File: src/rtl/ccd_pkg.sv
`timescale 1ns / 1ps
`default_nettype none

package ccd_pkg;

   localparam logic [7:0] CHAR_CASE_MASK = 8'hDF;
   localparam logic [7:0] ASCII_UPPER_A  = 8'd65;
   localparam logic [7:0] ASCII_UPPER_J  = 8'd74;
   localparam logic [7:0] ASCII_UPPER_K  = 8'd75;
   localparam logic [7:0] ASCII_UPPER_U  = 8'd85;
   localparam logic [7:0] ASCII_UPPER_Z  = 8'd90;
   localparam logic [7:0] ASCII_ZERO     = 8'd48;
   localparam logic [7:0] ASCII_NINE     = 8'd57;

   // letter values skip 11, 22 and 33
   localparam logic [5:0] VALUE_A        = 6'd10;
   localparam logic [7:0] OFFSET_B_TO_K  = 8'd54;
   localparam logic [7:0] OFFSET_L_TO_U  = 8'd53;
   localparam logic [7:0] OFFSET_V_TO_Z  = 8'd52;

   localparam logic [3:0] POS_OWNER      = 4'd3;
   localparam logic [3:0] POS_CHECK      = 4'd10;
   localparam logic [3:0] POS_FULL       = 4'd11;
   localparam logic [3:0] POS_SAT        = 4'd12;

   localparam int unsigned SUM_WIDTH     = 14;
   localparam int unsigned TERM_WIDTH    = 15;
   localparam logic [3:0]  CHECK_MODULUS = 4'd11;
   localparam logic [3:0]  REM_WRAP      = 4'd10;
   // floor(s * 5958 / 2^16) equals floor(s / 11) for every 14-bit s
   localparam logic [12:0] RECIP_11      = 13'd5958;
   localparam int unsigned RECIP_SHIFT   = 16;

   typedef struct packed {
      logic       is_letter;
      logic       is_owner_code;
      logic       is_digit;
      logic [5:0] value;
   } char_class_type;

endpackage

`default_nettype wire

File: src/rtl/container_id_check_digit.sv
// path: a final character's result passes the input, finish and result
// registers and is held on the output until it is taken
// throughput: one character per cycle unless a final character waits for room;
// characters that are not final keep flowing while a result waits on the output
// reset: synchronous, active high; clears the position, sum, form flag, given digit and all valid bits
`timescale 1ns / 1ps
`default_nettype none

module container_id_check_digit (
   input  wire logic       clock,
   input  wire logic       reset,
   input  wire logic       req_tvalid,
   output logic            req_tready,
   input  wire logic [7:0] req_tdata,   // [7:0] char_code
   input  wire logic       req_tlast,   // last_char
   output logic            rsp_tvalid,
   input  wire logic       rsp_tready,
   output logic [7:0]      rsp_tdata    // [0] id_ok, [4:1] computed_digit, [7:5] zero
);

   localparam int unsigned SW = ccd_pkg::SUM_WIDTH;
   localparam int unsigned TW = ccd_pkg::TERM_WIDTH;
   localparam int unsigned PW = SW + 13;

   // input register
   logic       in_valid_ff, in_valid_in;
   logic [7:0] in_char_ff;
   logic       in_last_ff;

   // per-identifier state
   logic [3:0]    pos_ff, pos_in;
   logic [SW-1:0] sum_ff, sum_in;
   logic          err_ff, err_in;
   logic [7:0]    given_ff, given_in;

   // finish register
   logic          fin_valid_ff, fin_valid_in;
   logic [SW-1:0] fin_sum_ff;
   logic          fin_err_ff;
   logic          fin_full_ff;
   logic [7:0]    fin_given_ff;

   // result register
   logic       out_valid_ff, out_valid_in;
   logic       out_ok_ff;
   logic [3:0] out_digit_ff;

   logic out_ready, fin_ready, acc_go, in_ready;

   ccd_pkg::char_class_type cls;
   logic [TW-1:0] term;
   logic          add_term;

   logic [PW-1:0] prod;
   logic [10:0]   quot;
   logic [SW-1:0] quot_x11;
   logic [SW-1:0] rem_wide;
   logic [3:0]    rem;
   logic [3:0]    digit;
   logic [7:0]    digit_char;
   logic          ok;

   ccd_char_decode u_decode (
      .char_code  (in_char_ff),
      .char_class (cls)
   );

   // handshake chain: only a final character needs room downstream
   always_comb begin
      out_ready  = !out_valid_ff || rsp_tready;
      fin_ready  = !fin_valid_ff || out_ready;
      acc_go     = in_valid_ff && (!in_last_ff || fin_ready);
      in_ready   = !in_valid_ff || acc_go;
      req_tready = in_ready;
   end

   // position-dependent form check and weighted accumulation
   always_comb begin
      term     = TW'(cls.value) << pos_ff;
      add_term = 1'b0;
      err_in   = err_ff;
      given_in = given_ff;

      if (pos_ff < ccd_pkg::POS_OWNER) begin
         if (cls.is_letter) begin
            add_term = 1'b1;
         end else begin
            err_in = 1'b1;
         end
      end else if (pos_ff == ccd_pkg::POS_OWNER) begin
         // wrong category letter still adds its value
         if (cls.is_letter) begin
            add_term = 1'b1;
            if (!cls.is_owner_code) begin
               err_in = 1'b1;
            end
         end else begin
            err_in = 1'b1;
         end
      end else if (pos_ff < ccd_pkg::POS_CHECK) begin
         if (cls.is_digit) begin
            add_term = 1'b1;
         end else begin
            err_in = 1'b1;
         end
      end else if (pos_ff == ccd_pkg::POS_CHECK) begin
         given_in = in_char_ff;
      end

      sum_in = add_term ? (sum_ff + term[SW-1:0]) : sum_ff;
      pos_in = (pos_ff < ccd_pkg::POS_SAT) ? (pos_ff + 4'd1) : ccd_pkg::POS_SAT;
   end

   // modulo 11 by reciprocal multiply and one correction-free subtract
   always_comb begin
      prod       = PW'(fin_sum_ff) * PW'(ccd_pkg::RECIP_11);
      quot       = prod[ccd_pkg::RECIP_SHIFT +: 11];
      quot_x11   = (SW'(quot) << 3) + (SW'(quot) << 1) + SW'(quot);
      rem_wide   = fin_sum_ff - quot_x11;
      rem        = rem_wide[3:0];
      digit      = (rem == ccd_pkg::REM_WRAP) ? 4'd0 : rem;
      digit_char = ccd_pkg::ASCII_ZERO + {4'd0, digit};
      ok         = fin_full_ff && !fin_err_ff && (fin_given_ff == digit_char);
   end

   always_comb begin
      in_valid_in = in_ready ? (req_tvalid && req_tready) : in_valid_ff;
      if (in_ready) begin
         in_valid_in = req_tvalid;
      end

      fin_valid_in = fin_valid_ff;
      if (fin_valid_ff && out_ready) begin
         fin_valid_in = 1'b0;
      end
      if (acc_go && in_last_ff) begin
         fin_valid_in = 1'b1;
      end

      out_valid_in = out_valid_ff;
      if (rsp_tready) begin
         out_valid_in = 1'b0;
      end
      if (fin_valid_ff && out_ready) begin
         out_valid_in = 1'b1;
      end
   end

   always_ff @(posedge clock) begin
      if (reset) begin
         in_valid_ff  <= 1'b0;
         fin_valid_ff <= 1'b0;
         out_valid_ff <= 1'b0;
         pos_ff       <= 4'd0;
         sum_ff       <= '0;
         err_ff       <= 1'b0;
         given_ff     <= 8'd0;
      end else begin
         in_valid_ff  <= in_valid_in;
         fin_valid_ff <= fin_valid_in;
         out_valid_ff <= out_valid_in;

         if (acc_go) begin
            if (in_last_ff) begin
               pos_ff   <= 4'd0;
               sum_ff   <= '0;
               err_ff   <= 1'b0;
               given_ff <= 8'd0;
            end else begin
               pos_ff   <= pos_in;
               sum_ff   <= sum_in;
               err_ff   <= err_in;
               given_ff <= given_in;
            end
         end
      end
   end

   // payload registers
   always_ff @(posedge clock) begin
      if (in_ready) begin
         in_char_ff <= req_tdata;
         in_last_ff <= req_tlast;
      end
      if (acc_go && in_last_ff) begin
         fin_sum_ff   <= sum_in;
         fin_err_ff   <= err_in;
         fin_full_ff  <= (pos_in == ccd_pkg::POS_FULL);
         fin_given_ff <= given_in;
      end
      if (fin_valid_ff && out_ready) begin
         out_ok_ff    <= ok;
         out_digit_ff <= digit;
      end
   end

   assign rsp_tvalid = out_valid_ff;
   assign rsp_tdata  = {3'd0, out_digit_ff, out_ok_ff};

endmodule

`default_nettype wire

File: src/rtl/ccd_char_decode.sv
`timescale 1ns / 1ps
`default_nettype none

module ccd_char_decode (
   input  wire logic [7:0]          char_code,
   output ccd_pkg::char_class_type  char_class
);

   logic [7:0] upper;
   logic [7:0] letter_val;
   logic [7:0] digit_val;

   always_comb begin
      upper = char_code & ccd_pkg::CHAR_CASE_MASK;
      digit_val = char_code - ccd_pkg::ASCII_ZERO;

      if (upper <= ccd_pkg::ASCII_UPPER_K) begin
         letter_val = upper - ccd_pkg::OFFSET_B_TO_K;
      end else if (upper <= ccd_pkg::ASCII_UPPER_U) begin
         letter_val = upper - ccd_pkg::OFFSET_L_TO_U;
      end else begin
         letter_val = upper - ccd_pkg::OFFSET_V_TO_Z;
      end

      char_class.is_letter = upper inside {[ccd_pkg::ASCII_UPPER_A:ccd_pkg::ASCII_UPPER_Z]};
      char_class.is_digit  = char_code inside {[ccd_pkg::ASCII_ZERO:ccd_pkg::ASCII_NINE]};
      char_class.is_owner_code = upper inside {ccd_pkg::ASCII_UPPER_J,
                                               ccd_pkg::ASCII_UPPER_U,
                                               ccd_pkg::ASCII_UPPER_Z};

      if (char_class.is_digit) begin
         char_class.value = digit_val[5:0];
      end else if (upper == ccd_pkg::ASCII_UPPER_A) begin
         char_class.value = ccd_pkg::VALUE_A;
      end else begin
         char_class.value = letter_val[5:0];
      end
   end

endmodule

`default_nettype wire

File: config.mk
export PLATFORM = sky130hd
export DESIGN_NAME = container_id_check_digit
export DESIGN_NICKNAME = d
export VERILOG_FILES = /design/src/rtl/ccd_pkg.sv /design/src/rtl/container_id_check_digit.sv /design/src/rtl/ccd_char_decode.sv
export SDC_FILE = /design/constraint.sdc
export NUM_CORES = 1
export LEC_CHECK = 0
export ABC_CLOCK_PERIOD_IN_PS = 6000
export BUFFER_PORTS_ARGS = -buffer_cell sky130_fd_sc_hd__buf_2
export CELL_PAD_IN_SITES_DETAIL_PLACEMENT = 1
export CELL_PAD_IN_SITES_GLOBAL_PLACEMENT = 1
export CORE_MARGIN = 10
export CORE_UTILIZATION = 45
export CTS_CLUSTER_DIAMETER = 150
export DETAILED_ROUTE_END_ITERATION = 16
export PLACE_DENSITY = 0.86
export RECOVER_POWER = 25
export SYNTH_ARGS = -nofsm -noshare
export SYNTH_HDL_FRONTEND = slang
export SYNTH_SLANG_ARGS = --single-unit
File: constraint.sdc
create_clock -name clock -period 6 [get_ports clock]
set_input_delay 1.2 -clock clock [delete_from_list [all_inputs] [get_ports clock]]
set_output_delay 1.2 -clock clock [all_outputs]
set_load 0.02 [all_outputs]
-- Yosys cells after proc, flatten, opt, wreduce, memory -nomap -nowiden
Cells that the tools add are included.
- bits in registers: 68
- input port bits: 13
- multiply operators: 1
- shift operators: 1
- reduce and logical (&&, ||, !) cells: 19
- mux-type cells: 31
- order comparisons: 9
- $add $sub $neg: 10
- eq/ne operators: 9
- operators by type and width (kind ; number):
    2-to-1 mux 8 bit ; 5
    equality test 7 x 6 -> 1 bit (second input constant) ; 4
    2-to-1 mux 14 bit ; 2
    <= comparator 8 x 7 -> 1 bit (second input constant) ; 3
    2-to-1 mux 6 bit ; 4
    multiplier 14 x 12 -> 19 bit (second input constant) ; 1
    subtractor 5 x 6 -> 6 bit (second input constant) ; 3
    2-to-1 mux 1 bit ; 17
    adder 14 bit ; 1
    << shifter 6 x 4 -> 14 bit ; 1
    equality test 4 bit (second input constant) ; 3
    2-to-1 mux 4 bit ; 3
    adder 4 bit ; 2
    equality test 8 x 7 -> 1 bit ; 1
    >= comparator 8 x 6 -> 1 bit (second input constant) ; 1
    >= comparator 8 x 7 -> 1 bit (second input constant) ; 1
    <= comparator 8 x 6 -> 1 bit (second input constant) ; 1
    less-than comparator 4 bit (second input constant) ; 2
    adder 6 x 4 -> 7 bit (first input constant) ; 1
    logical AND 1 bit ; 7
    subtractor 6 bit (second input constant) ; 1
    logical NOT 1 bit ; 5
    adder 4 x 1 -> 4 bit (second input constant) ; 1
    equality test 4 x 2 -> 1 bit (second input constant) ; 1
    5 further kinds ; 9

-- Longest topological paths before layout
Gate-level depths: netlist of run 1.
- depth in word-level cells: 9
- gate-level depth with buffers: 27
- depth with buffers taken out: 27

-- Cells and area by module
From an unflattened synthesis of run 1, not the netlist that was laid out.
- cell total of the unflattened synthesis: 742
- area, all modules: 6861.6 um^2
- by module, submodules not included (module ; area each (um^2) ; instances ; cells an instance):
    container_id_check_digit ; 6185.9 ; 1 ; 652
    ccd_char_decode ; 675.6 ; 1 ; 90

-- Worst setup path before layout of run 1
No wires, ideal clock.
- path kind: register to register
- start: reg fin_sum_ff[2]
- end: reg out_ok_ff, data pin
- library setup time: 0.207 ns
- cell stages (with the launch flop): 28
- clock period less this slack: 6.646 ns
- path slack: -0.646 ns
- path buffers: 0
- arrival: 6.439 ns
- cells stage by stage: edfxtp_1 > ha_1 > inv_1 > fa_1 > inv_1 > fa_1 > fa_1 > inv_1 > fa_1 > inv_1 > ha_1 > o21ai_0 > nand2b_1 > a31oi_1 > a21oi_1 > or3_1 > and2_1 > ha_1 > inv_1 > fa_1 > xnor2_1 > xnor2_1 > xnor2_1 > and3_1 > nor3_1 > o211a_1 > o21bai_1 > a2111oi_0
- cells in the longest elaborated chain, start to end: 9
- ends and longest elaborated chain (element ; RTL line ; RTL):
    start, declared ; container_id_check_digit.sv:38 ; logic [SW-1:0] fin_sum_ff;
    start signal, assigned ; container_id_check_digit.sv:186 ; fin_sum_ff <= sum_in;
    multiplier 14 x 12 -> 19 bit ; container_id_check_digit.sv:116 ; prod = PW'(fin_sum_ff) * PW'(ccd_pkg::RECIP_11);
    adder 4 bit (2 in a row) ; container_id_check_digit.sv:118 ; quot_x11 = (SW'(quot) << 3) + (SW'(quot) << 1) + SW'(quot);
    subtractor 4 bit * ; container_id_check_digit.sv:119 ; rem_wide = fin_sum_ff - quot_x11;
    equality test 4 bit ; container_id_check_digit.sv:121 ; digit = (rem == ccd_pkg::REM_WRAP) ? 4'd0 : rem;
    2-to-1 mux 4 bit * ; container_id_check_digit.sv:121 ;
    adder 6 x 4 -> 7 bit * ; container_id_check_digit.sv:122 ; digit_char = ccd_pkg::ASCII_ZERO + {4'd0, digit};
    equality test 8 x 7 -> 1 bit * ; container_id_check_digit.sv:123 ; ok = fin_full_ff && !fin_err_ff && (fin_given_ff == digit_char);
    logical AND 1 bit * ; container_id_check_digit.sv:123 ;
    via ok ; container_id_check_digit.sv:61 ; logic ok;
    end signal, assigned ; container_id_check_digit.sv:192 ; out_ok_ff <= ok;
    end, declared ; container_id_check_digit.sv:45 ; logic out_ok_ff;
The timed path passes the listed nets; every way through them passes the cells marked *.
A chain may end at the register's enable or synchronous reset.

-- Worst setup path in the final report of run 1
- start: reg fin_sum_ff[5]
- end: reg out_ok_ff, data pin
- cells in the longest elaborated chain, start to end: 9
- ends and longest elaborated chain (element ; RTL line):
    multiplier 14 x 12 -> 19 bit * ; container_id_check_digit.sv:116
    adder 4 bit ; container_id_check_digit.sv:118
    adder 4 bit * ; container_id_check_digit.sv:118
    subtractor 4 bit * ; container_id_check_digit.sv:119
    equality test 4 bit ; container_id_check_digit.sv:121
    2-to-1 mux 4 bit * ; container_id_check_digit.sv:121
    adder 6 x 4 -> 7 bit * ; container_id_check_digit.sv:122
    equality test 8 x 7 -> 1 bit * ; container_id_check_digit.sv:123
    logical AND 1 bit * ; container_id_check_digit.sv:123
    via ok ; container_id_check_digit.sv:61
Marked as above.

==> results.yml, run 1 <==
outcome:
  status: "finished, violations left"
  violations: "capacitance limit, slew limit, setup timing"
die:
  core_um2: 14480
  io_pins: 23
  core.rowCount: 44
  initial_core_util: 0.4590
  dieArea_um2: 20030
  die_w_um: 141.5
  die-height_um: 141.5
critical_path:
  cp_max_fo: 3
  worstReg2RegStart: "fin_sum_ff[5]"
  crit_path_end_kind: "flip-flop"
  rrSetupSlack_ns: -1.06
  startpoint_type: "flip-flop"
  slowest_delay_ns: 0.57
  worstPathRequired_ns: 6.09
  critical_path_class: "reg2reg"
  rr_endpoint: "out_ok_ff"
  arrival_ns: 7.15
  slowest_stage: "fa_1"
  reg2regPathDepth: 29
sta:
  slew_headroom: -0.04475
  slew_viol_final: 33
  period_share: 1.177
  finalHoldViolCount: 0
  clock_skew_ns: 0.01805
  layout_min_cycle_time_ns: 7.061
  tightestPinTransition_ns: 1.567
  setup_viol: 4
  rsz0062_at_grt: "true"
  max_freq_ghz: 0.1416
  worst_slack_ns: -1.061
  holdWs_ns: 0.4808
power:
  total_leakage_power_nw: 3.599
  power_frac_seq: 0.149
  power_switching_share: 0.4369
  clkPwrFrac: 0.156
  combPwrFrac: 0.694
  max-vdd-ir-drop_uv: 539.0
  total_power_w: 0.003816
  cellInternalPower_w: 0.002149
  power_density_nw_per_um2: 473.1
  switchingPower_w: 0.001668
synthesis:
  avgSynthCellArea_um2: 9.386
  synth_edf_count: 38
  synthSimpleGateAreaFrac: 0.1316
  synth_cells: 708
  ys.flop_type: "edfxtp_1"
  synth_adder_area_share: 0.2994
  synth_warnings: 0
  synth_mux_area_frac: 0.02542
  syn-cell-area_um2: 6645
  yosys.area_share.xor_xnor: 0.04688
  ys_seq_area_frac: 0.2621
  synth_top_family_by_area: "adder cells"
  synth.ff_latch_count: 68
  synth-compound-area-share: 0.1510
  async_reset_ff_frac: 0
  synth_cell_types: 77
cts:
  numClockSinks: 68
  numCtsBuffers: 9
  cts.htree.levels: 3
  root_buffer: "clkbuf_16"
  cts_tree: "yes"
  cts_buffer_depth: 2
  cts_hold_buf: 0
  clk_latency_ns: 0.35
  clk_pin_slew_ns: 0.06
place:
  io_buffers: 19
  pre_cts_slack_ns: -1.063
  place_congestion: 0.9129
  dp_hpwl_um: 15370
finish:
  drive_above_1_share: 0.2219
  n_antenna_cell: 0
  num-nets-final: 936
  areaGrowthSynthToFinish_pct: 21.39
route:
  dr.first_iter.drc_count: 449
  drt_pass1_iterations: 5
  drt_wl_total_um: 25890
  vias_per_cell: 6.122
  wl_per_cell_um: 26.50
  via_count: 5981
  drc_errors: 0
  antenna_left: 0
grt:
  grt_first_pass_wirelength_um: 35830
  grt_overflow: 0
  grt_pass1_vias: 6490
  grt_max_degree: 33
  antenna_found_initial: 0
  grt_use_total: 0.2274
hold_path:
  holdPathStages: 2
  hold_end: "given_ff[6]"
  hp-class: "reg2reg"
  hold_path_startpoint: "given_ff[6]"
flow_run:
  drv_cap: 1
==> layout make-up <==
| class | instances | area (µm²) |
|---|---|---|
| fill | 1581 | 6412 |
| inverter | 110 | 417.9 |
| tap | 184 | 230.2 |
| sequential | 68 | 1742 |
| clock inverter | 6 | 88.84 |
| timing repair buffer | 93 | 660.6 |
| clock buffer | 10 | 229.0 |
| multi-input combinational | 506 | 4698 |
==> metrics by stage <==
step / instances / utilization / cell area, µm² / setup TNS (ns)
after global placement: 939 / 0.5041 / 7298 / -1.491
after detailed placement: 939 / 0.5041 / 7298 / -3.295
after CTS: 970 / 0.5433 / 7866 / -2.446
final: 977 / 0.5571 / 8066 / -2.837
after global routing: 977 / 0.5571 / 8066 / -3.762
after floorplan: 710 / - / 6721 / -0.8170
==> sequential cells by signal (all words and copies together), names as in the netlist, 4 cells and up <==
signal        cells
out_digit_ff      4
sum_ff           14
fin_sum_ff       14
pos_ff            4
fin_given_ff      8
in_char_ff        8
given_ff          8
==> placed cells by master, fill, tap and decap left out, types with 4 or more instances in the layout <==
cell type,count
dfxtp_1,30
o21ai_1,4
o21ai_0,28
nor4_1,4
o21a_1,5
buf_4,69
o21bai_1,4
nor2b_1,6
buf_2,12
nand3b_1,10
ha_1,81
ha_4,14
nor2_1,50
a31oi_1,4
clkbuf_1,8
xnor2_1,22
nand3_1,8
edfxtp_1,38
nand4b_1,4
o22ai_1,4
and3_1,5
xor2_1,6
a211oi_1,5
a21o_1,7
a22oi_1,11
a21oi_1,32
inv_2,10
fa_2,4
fa_1,36
inv_1,97
nand2b_1,12
nand2_1,41
nor3_1,11
clkbuf_16,9
buf_6,5
and2_1,5
mux2_2,7
==> timing repair <==
action	in CTS	in global routing
resized for setup	23	30
endpoints found under the hold margin	0	0
buffers inserted	15	9
pin swaps	31	27
setup endpoints to repair	4	5
==> power by group through the flow <==
stage	Combinational (W)	Sequential (W)	Clock [W]
finish	0.00265	0.000570	0.000596
CTS	0.00237	0.000567	0.000581
global placement	0.00177	0.000575	0
detailed placement	0.00196	0.000576	0
floorplan	0.00130	0.000581	0
global route	0.00281	0.000571	0.000612
==> Yosys cell counts (all sizes together), types with 3 or more instances <==
library cell | n | area [µm²]
a2111oi | 3 | 26.28
a211oi | 7 | 52.55
a21o | 7 | 52.55
a21oi | 36 | 183.9
a22oi | 11 | 82.58
a31o | 4 | 35.04
a31oi | 7 | 50.05
and2 | 6 | 37.54
and3 | 6 | 37.54
buf | 12 | 86.32
clkbuf | 14 | 52.55
dfxtp | 30 | 600.6
edfxtp | 38 | 1141
fa | 40 | 800.8
ha | 95 | 1189
inv | 109 | 409.1
mux2 | 8 | 93.84
mux2i | 3 | 30.03
nand2 | 41 | 153.9
nand2b | 12 | 75.07
nand3 | 9 | 50.05
nand3b | 11 | 95.09
nand4 | 3 | 18.77
nand4b | 4 | 35.03
nor2 | 50 | 187.7
nor2b | 6 | 37.54
nor3 | 14 | 70.07
nor4 | 4 | 25.02
o21a | 5 | 37.54
o21ai | 34 | 170.2
o21bai | 4 | 30.03
o22ai | 4 | 25.02
xnor2 | 26 | 227.7
xor2 | 7 | 61.31
==> worst max-delay path by stage <==
| stage | depth (start not counted) | endpoint | startpoint | slack, ns |
|---|---|---|---|---|
| floorplan | 26 | out_ok_ff | fin_sum_ff[6] | -0.44 |
| global placement | 26 | out_ok_ff | fin_sum_ff[6] | -0.57 |
| detailed placement | 25 | out_ok_ff | fin_sum_ff[3] | -1.06 |
| CTS | 27 | out_ok_ff | fin_sum_ff[4] | -0.85 |
| global route | 28 | out_ok_ff | fin_sum_ff[6] | -1.28 |
| finish | 29 | out_ok_ff | fin_sum_ff[5] | -1.06 |
==> logic make-up after synthesis <==
group,Yosys count
AO/OA/AOI/OAI,148
XOR/XNOR,34
adder cells (fa/ha/maj),135
buffers and inverters,136
flip-flops,68
multiplexers,13
other,1
AND/OR/NAND/NOR,173
==> worst max-delay path: cells and delay by family, from the launching register on <==
| kind | cells | cell delay, ns |
|---|---|---|
| adder cells (fa/ha/maj) | 8 | 3.13 |
| AO/OA/AOI/OAI | 6 | 1.11 |
| AND/OR/NAND/NOR | 4 | 0.85 |
| buffers and inverters | 8 | 0.73 |
| XOR/XNOR | 3 | 0.55 |
| flip-flops | 1 | 0.44 |
==> per-layer routing <==
metal  share of wire  track usage  vias to the layer above  routed length, µm
met3           0.041      0.02870                      138               1072
met1            0.35       0.2290                     2986               9088
li1                -            -                     2596                  -
met2            0.52       0.4248                      261              13480
met5               0            0                        -                  0
met4           0.087       0.1549                        0               2255
Power figures use the tool's default switching activity.
==> run 2, diff against run 1 <==
--- a/constraint.sdc
+++ b/constraint.sdc
@@ -3,2 +3,2 @@
 set_output_delay 1.2 -clock clock [all_outputs]
-set_load 0.02 [all_outputs]
+set_load 0.1 [all_outputs]
==> run 2 against run 1 <==
The flow still finishes with violations (capacitance limit, slew limit, setup timing). Maximum frequency hardly changed. Register-to-register slack about the same. Critical endpoint unchanged. Worst hold slack worse by 0.0012 ns. Clock power hardly changed. Setup slack worse by 0.0022 ns. Power increased by 1.7%. Clock-buffer cell count unchanged. Non-clock buffer count did not move.
==> results.yml, run 2 (synthesis gave the netlist of run 1 again) <==
place:
  io_buffers: 19
  place_congestion: 0.9129
  dp_hpwl_um: 15370
  pre_cts_slack_ns: -1.063
grt:
  grt_max_degree: 33
  grt_pass1_vias: 6490
  grt_use_total: 0.2274
  grt_first_pass_wirelength_um: 35830
  antenna_found_initial: 0
  grt_overflow: 0
power:
  max-vdd-ir-drop_uv: 609.1
  power_density_nw_per_um2: 481.0
  total_leakage_power_nw: 3.615
  total_power_w: 0.003883
die:
  io_pins: 23
  die_w_um: 141.5
  initial_core_util: 0.4590
  core.rowCount: 44
  core_um2: 14480
  die-height_um: 141.5
  dieArea_um2: 20030
finish:
  final_cell_mix: "inv_1, ha_1, buf_4"
  reg_top3: "fin_sum_ff (14), sum_ff (14)"
  n_antenna_cell: 0
  layout.cells.most_common: "inv_1"
  areaGrowthSynthToFinish_pct: 21.48
  drive_above_1_share: 0.2282
  num-nets-final: 936
  fin_util: 0.5576
critical_path:
  slowest_delay_ns: 0.57
  cp_max_fo: 3
  crit_path_end_kind: "flip-flop"
  worstPathRequired_ns: 6.09
  worstSetupStartpoint: "fin_sum_ff[5]"
  startpoint_type: "flip-flop"
  rrSetupSlack_ns: -1.06
  arrival_ns: 7.15
  worstReg2RegStart: "fin_sum_ff[5]"
  setup.worst_path.end: "out_ok_ff"
  critical_path_class: "reg2reg"
  reg2regPathDepth: 29
  slowest_stage: "fa_1"
  rr_endpoint: "out_ok_ff"
cts:
  cts_hold_buf: 0
  numClockSinks: 68
  cts_tree: "yes"
  numCtsBuffers: 9
  clk_latency_ns: 0.35
  cts.htree.levels: 3
  clk_pin_slew_ns: 0.06
  cts_buffer_depth: 2
  root_buffer: "clkbuf_16"
route:
  wl_per_cell_um: 26.48
  drt_wl_total_um: 25870
  vias_per_cell: 6.126
  drt_pass1_iterations: 5
  via_count: 5985
  drc_errors: 0
  antenna_left: 0
  dr.first_iter.drc_count: 449
sta:
  period_share: 1.177
  fin_setup_tns_ns: -2.835
  max_freq_ghz: 0.1416
  clock_skew_ns: 0.01939
  holdWs_ns: 0.4797
  tightestPinTransition_ns: 1.554
  layout_min_cycle_time_ns: 7.063
  worst_slack_ns: -1.063
  setup_viol: 4
  slew_headroom: -0.03573
  slew_viol_final: 33
  rsz0062_at_grt: "true"
  finalHoldViolCount: 0
hold_path:
  hp-class: "reg2reg"
outcome:
  status: "finished, violations left"
  violations: "capacitance limit, slew limit, setup timing"
flow_run:
  drv_cap: 1
[run 2: cell count changes in the layout (fill, tap and decap cells not counted), sizes merged]
cell	previous run	this run
buf	86	91
clkbuf	17	12
[run 2: how the worst min path moves through the flow]
stage	slack, ns	depth (start not counted)	endpoint	from
global route	0.49	2	given_ff[6]	given_ff[6]
CTS	0.47	2	given_ff[6]	given_ff[6]
detailed placement	0.45	2	given_ff[0]	given_ff[0]
floorplan	0.43	2	given_ff[5]	given_ff[5]
global placement	0.43	2	given_ff[5]	given_ff[5]
finish	0.48	2	given_ff[6]	given_ff[6]
[run 2: through the flow]
stage	instances	area, µm²
3_3_place_gp	939	7298
5_1_grt	977	8073
2_1_floorplan	710	6721
4_1_cts	970	7866
3_5_place_dp	939	7298
6_report	977	8073
[run 2: final cells by class]
type | count | area (µm²)
clock inverters | 6 | 88.84
fillers | 1576 | 6406
inverters | 110 | 417.9
well taps | 184 | 230.2
repair buffers | 93 | 666.9
multi-input cells | 506 | 4698
flip-flops and latches | 68 | 1742
clock buffers | 10 | 229.0
[run 2: layer usage]
layer  global-route usage  routed length (µm)  vias to the layer above
met1               0.2290                9026                     2987
met5                    0                   0                        -
met2               0.4248               13470                      266
met3              0.02870                1126                      137
li1                     -                   -                     2595
met4               0.1549                2245                        0
[run 2: power breakdown]
group	internal (W)	switching (W)	leakage (nW)
Sequential	0.000551	0.0000193	0.611
Clock	0.000365	0.000231	0.149
Combinational	0.00123	0.00148	2.86
Total	0.00215	0.00173	3.61
[run 2: timing repair]
item                       4_1_cts  5_1_grt
setup endpoints to repair        4        5
cloned                           0        0
buffers inserted                15        9
gates resized for setup         23       30
pin swaps                       31       27
[run 2: worst max-delay path: cells and delay by family (launching register included)]
kind / cells / cell delay (ns)
xor+xnor: 3 / 0.55
buf+inv: 8 / 0.73
flops: 1 / 0.44
fa+ha+maj: 8 / 3.12
simple gates: 4 / 0.85
compound gates: 6 / 1.11
